**src/design/composite_key_command_sorter_macros.svh**
```systemverilog
// Assertion macros shared by the sorter RTL.
// No dependencies; the top level takes this file by include.
`ifndef COMPOSITE_KEY_COMMAND_SORTER_MACROS_SVH
`define COMPOSITE_KEY_COMMAND_SORTER_MACROS_SVH
`ifndef SYNTHESIS
// Check that cond implies prop in the same cycle.
`define CKS_ASSERT_IMP(label, clk, rst_n, cond, prop) \
	label: assert property (@(posedge clk) disable iff (!rst_n) (cond) |-> (prop)) \
		else $error("sorter assertion failed");
// Check that cond implies prop in the next cycle.
`define CKS_ASSERT_NEXT(label, clk, rst_n, cond, prop) \
	label: assert property (@(posedge clk) disable iff (!rst_n) (cond) |=> (prop)) \
		else $error("sorter assertion failed");
`else
`define CKS_ASSERT_IMP(label, clk, rst_n, cond, prop)
`define CKS_ASSERT_NEXT(label, clk, rst_n, cond, prop)
`endif
`endif

```
**src/design/cksort_pkg.sv**
```systemverilog
// Types, constants and the key compare for the command sorter.
// No dependencies; used by the cell and the top level.
package cksort_pkg;

	localparam int DEPTH_DEF = 64;
	localparam int KEY_W     = 64;
	localparam int IDX_W     = 6;

	// Request payload of the input channel.
	typedef struct packed {
		logic [7:0]        stencil_ref;
		logic signed [7:0] draw_layer;
		logic [31:0]       distance;
		logic [13:0]       draw_id;
		logic [1:0]        cam_sel;
		logic              last_item;
	} cksort_in_t;

	// Request payload of the output channel.
	typedef struct packed {
		logic [5:0] original_index;
		logic       last_result;
		logic       overflow;
	} cksort_out_t;

	// One stored command: packed key and arrival position.
	typedef struct packed {
		logic [KEY_W-1:0] key;
		logic [IDX_W-1:0] origin;
	} cksort_ent_t;

	typedef enum logic [1:0] {
		ST_LOAD,
		ST_SORT,
		ST_EMIT
	} cksort_state_t;

	typedef enum logic [1:0] {
		OP_HOLD,
		OP_LOAD,
		OP_SORT,
		OP_EMIT
	} cksort_op_t;

	// Per-cell control from the sequencer.
	typedef struct packed {
		cksort_op_t op;
		logic       swap_l;
		logic       swap_r;
	} cksort_ctl_t;

	// Map a key to a word whose unsigned order is the wanted order.
	function automatic logic [KEY_W-1:0] order_word(logic [KEY_W-1:0] key, logic transparent);
		logic [KEY_W-1:0] w;
		w = key ^ {8'h00, 8'h80, 48'h0};
		if (transparent) begin
			w = w ^ {16'h0000, 32'hFFFF_FFFF, 16'h0000};
		end else begin
			w = w & {8'h00, 56'hFF_FFFF_FFFF_FFFF};
		end
		return w;
	endfunction

	// True when a sorts after b; arrival position breaks full ties.
	function automatic logic ent_gt(cksort_ent_t a, cksort_ent_t b, logic transparent);
		logic [KEY_W+IDX_W-1:0] wa;
		logic [KEY_W+IDX_W-1:0] wb;
		wa = {order_word(a.key, transparent), a.origin};
		wb = {order_word(b.key, transparent), b.origin};
		return wa > wb;
	endfunction

endpackage

```
**src/design/cksort_cell.sv**
```systemverilog
// One sorter cell: holds a command, shifts or swaps with its neighbors.
// Depends on cksort_pkg.
module cksort_cell (
	input  logic                  clk,
	input  cksort_pkg::cksort_ctl_t ctl,
	input  logic                  mode,
	input  cksort_pkg::cksort_ent_t left_ent,
	input  cksort_pkg::cksort_ent_t right_ent,
	output cksort_pkg::cksort_ent_t ent,
	output logic                  gt_right
);
	import cksort_pkg::*;

	cksort_ent_t ent_q;

	// Shift in on load, exchange on sort, shift out on emit
	always_ff @(posedge clk) begin
		case (ctl.op)
			OP_LOAD: ent_q <= left_ent;
			OP_SORT: begin
				if (ctl.swap_l) begin
					ent_q <= left_ent;
				end else if (ctl.swap_r) begin
					ent_q <= right_ent;
				end
			end
			OP_EMIT: ent_q <= right_ent;
			default: ent_q <= ent_q;
		endcase
	end

	// Compare against the right neighbor
	assign gt_right = ent_gt(ent_q, right_ent, mode);
	assign ent      = ent_q;

endmodule

```
**config.mk**
```make
export PLATFORM = sky130hd
export DESIGN_NAME = cksort_cell
export DESIGN_NICKNAME = d
export VERILOG_FILES = /design/src/design/composite_key_command_sorter_macros.svh /design/src/design/cksort_pkg.sv /design/src/design/cksort_cell.sv
export SDC_FILE = /design/constraint.sdc
export NUM_CORES = 1
export LEC_CHECK = 0
export ABC_AREA = 1
export BUFFER_PORTS_ARGS = -buffer_cell sky130_fd_sc_hd__buf_2
export CAP_MARGIN = 20
export CORE_MARGIN = 2
export CORE_UTILIZATION = 45
export CTS_BUF_LIST = sky130_fd_sc_hd__clkbuf_4 sky130_fd_sc_hd__clkbuf_8 sky130_fd_sc_hd__clkbuf_16
export DETAILED_ROUTE_END_ITERATION = 10
export GPL_ROUTABILITY_DRIVEN = 0
export HOLD_SLACK_MARGIN = 0.08
export PLACE_DENSITY_LB_ADDON = 0.05
export SLEW_MARGIN = 20
export SYNTH_ARGS = -nofsm -noshare
export SYNTH_HDL_FRONTEND = slang
export SYNTH_SLANG_ARGS = --single-unit
```
**constraint.sdc**
```tcl
create_clock -name clk -period 2.67 [get_ports clk]
set_input_delay 0.4005 -clock clk [delete_from_list [all_inputs] [get_ports clk]]
set_output_delay 0.4005 -clock clk [all_outputs]
set_load 0.01 [all_outputs]
```
==> flow_metrics.py <==
metrics = {
    "logic_synthesis": {
        "synth-seq-area-share_pct": 37.9,
        "synth_fp_nets": 814,
        "syn_area_sq_um": 5550,
        "async_flop_share_pct": 0,
        "synth_warnings": 0,
        "synth_top_family_by_area": "adder cells",
        "synth-seq-cells": 70,
        "synth.area.mux_share_pct": 8.81,
        "avgSynthCellArea_sq_um": 9.29,
        "synth_xor_area_share_pct": 10.1,
        "ys.flop_type": "edfxtp_1",
        "synth-simple-area-share_pct": 11.3,
        "synth_compound_area_share_pct": 8.72,
        "synth_cell_types": 28,
        "synthAdderAreaFrac_pct": 15.8,
        "syn_inst": 598,
        "synth_edf_count": 70,
    },
    "placed_design": {
        "hpwl_um": 11200,
        "pre_cts_slack_ns": 0.0222,
        "portBuffers": 216,
        "dp.cells": 948,
    },
    "die": {
        "rows": 40,
        "die_h_um": 115,
        "initial_core_util_pct": 46.2,
        "dieWidth_um": 115,
        "die_area_sq_um": 13200,
        "io_pins": 217,
        "coreArea_sq_um": 12000,
    },
    "hold_path": {
        "hold_class": "in -> reg",
        "hp-start": "left_ent[65]",
    },
    "grt": {
        "overflow": 0,
        "grt_pass1_vias": 4741,
        "grt_max_degree": 51,
        "gr-usage-all-layers_pct": 21.0,
        "grt_pass1_wl_um": 21800,
        "antenna_found_initial": 1,
    },
    "timing": {
        "rsz0062_at_grt": "yes",
        "finalWorstSetupSlack_ns": 0.0928,
        "holdWs_ns": 0.340,
        "relSlewSlack_pct": 55.6,
        "period_needed_ns": 2.58,
        "slew_violations": 0,
        "fmax_mhz": 388,
        "hold_viol": 0,
        "setup_viol": 0,
        "worst-slew-pin-transition_ns": 0.665,
        "final.setup.tns_ns": 0,
        "min_period_over_period_pct": 96.5,
    },
    "pwr": {
        "powerDensity_nw_per_um2": 522,
        "irDropWorstVdd_v": 0.000285,
        "total_power_mw": 3.77,
        "leakagePower_nw": 3.70,
    },
    "clock_tree": {
        "cts_buffer_depth": 2,
        "ctsRootBufferMaster": "clkbuf_16",
        "hold_buffers": 0,
        "path_clk_slew_ns": 0.06,
        "h-tree-depth": 3,
        "cts_sinks": 70,
        "cts_tree": "done",
        "numCtsBuffers": 9,
    },
    "setup_path": {
        "cp_slowest_cell": "edfxtp_1",
        "criticalPathCategory": "reg -> out",
        "endpoint_kind": "output pin",
        "crit_path_frequent_cell": "nand2_1",
        "startpoint": "ent[23]$_DFFE_PP_",
        "cp-start-kind": "flop",
        "worstPathArrival_ns": 2.18,
        "endpoint": "gt_right",
        "cp_slowest_stage_delay_ns": 0.41,
        "crit_fanout": 2,
        "cp_cell_sequence": "xor2_1 > ha_1 > nand2_1 > nor2_2 > nand2_1 > nor2_1 > nand2_1 > nor2_1 > nand2_1 > nand2_1 > nor2_1 > a21oi_2 > buf_4",
        "cp.required_ns": 2.27,
    },
    "cells_and_area": {
        "final_common_cell": "buf_2",
        "layout.cells.non_filler": 970,
        "drive_above_1_share_pct": 35.3,
        "finalNetCount": 1034,
        "syn_to_final_growth_pct": 30.1,
        "largest_reg_flops": 70,
        "layout_common_cells": "214 x buf_2, 114 x nand2_1, 79 x inv_1, 70 x ha_1, 70 x edfxtp_1",
    },
    "drt": {
        "vias": 4820,
        "wl_per_cell_um": 14.6,
        "ant_nets": 0,
        "drtPass1Iterations": 4,
        "drt_first_iter_violations": 168,
        "drc": 0,
        "vias_per_cell": 4.97,
        "totalWireLength_um": 14200,
    },
    "outcome": {
        "status": "complete, no violations",
    },
    "run": {
        "cap_violations": 0,
    },
}
[final cells by class]
class | instances | area (sq um)
Fill cell | 1092 | 4780
Antenna cell | 1 | 2.50
Tap cell | 147 | 184
Inverter | 79 | 297
Timing Repair Buffer | 233 | 1310
Sequential cell | 70 | 2100
Multi-Input combinational cell | 425 | 3070
Clock buffer | 12 | 248
Clock inverter | 3 | 12.5
[per-layer routing]
layer  routed length [um]  global-route usage [%]
met5                    0                       0
met3                  950                    5.11
met1                 6170                    25.6
met4                  302                    8.11
met2                 6740                    36.0
[cell families (layout without fill, tap and decap cells)]
| family | Yosys count | after routing |
|---|---|---|
| muxes | 45 | 45 |
| xor gates and xnor gates | 64 | 64 |
| AOI/OAI and AO/OA | 86 | 86 |
| DFF | 70 | 70 |
| buffers and inverters | 103 | 327 |
| adders and majority gates | 70 | 70 |
| other | 0 | 1 |
| and+or+nand+nor | 160 | 160 |
[worst max-delay path, delay by kind of cell (launching register included)]
family,cells,cell delay [ns]
AND/OR/NAND/NOR,9,0.67
flip-flops,1,0.41
adder cells (fa/ha/maj),1,0.30
XOR/XNOR,1,0.17
buffers and inverters,1,0.14
AO/OA/AOI/OAI,1,0.13
[how the worst min path moves through the flow]
stage	to	slack (ns)	cells past startpoint
floorplan	ent[11]$_DFFE_PP_	0.59	2
global placement	ent[9]$_DFFE_PP_	0.68	3
detailed placement	ent[43]$_DFFE_PP_	0.68	3
CTS	ent[43]$_DFFE_PP_	0.33	3
global route	ent[40]$_DFFE_PP_	0.35	3
finish	ent[65]$_DFFE_PP_	0.34	3
[cells in the mapped netlist, types with 2 or more instances]
cell | count | share of area, %
edfxtp_1 | 70 | 38
mux2_2 | 29 | 5.9
mux2i_1 | 14 | 2.5
a21o_1 | 3 | 0.41
o21ai_0 | 3 | 0.27
nor2_1 | 29 | 2.0
nand2_1 | 116 | 7.8
a21oi_1 | 50 | 4.5
nand2_2 | 3 | 0.34
ha_1 | 70 | 16
mux2_1 | 2 | 0.41
xnor2_1 | 32 | 5.0
buf_4 | 4 | 0.54
nor3_1 | 2 | 0.18
xor2_1 | 32 | 5.0
inv_1 | 79 | 5.3
buf_2 | 8 | 0.72
nand3_1 | 6 | 0.54
nor2_2 | 2 | 0.23
a31oi_1 | 25 | 2.8
clkbuf_1 | 12 | 0.81
[stage by stage]
step                util (%)  instance area (sq um)
floorplan                  -                   5560
global placement        56.9                   6830
detailed placement      56.9                   6830
CTS                     59.1                   7100
global route            60.2                   7230
finish                  60.2                   7230
[what timing repair did]
item                       in CTS  in global routing
gates cloned                    0                  4
gates resized for setup         1                  9
setup buffers                   0                  2
setup endpoints to repair       1                  1
hold endpoints to repair        0                  0
pin swaps                       0                  4
[power by group]
| group | switching [mW] | internal, mW | leakage [nW] | total (mW) |
|---|---|---|---|---|
| Clock | 0.438 | 0.646 | 0.132 | 1.08 |
| Combinational | 0.661 | 0.558 | 2.87 | 1.22 |
| Sequential | 0.0901 | 1.38 | 0.704 | 1.47 |
No activity file was read; power rests on OpenSTA's default activity.
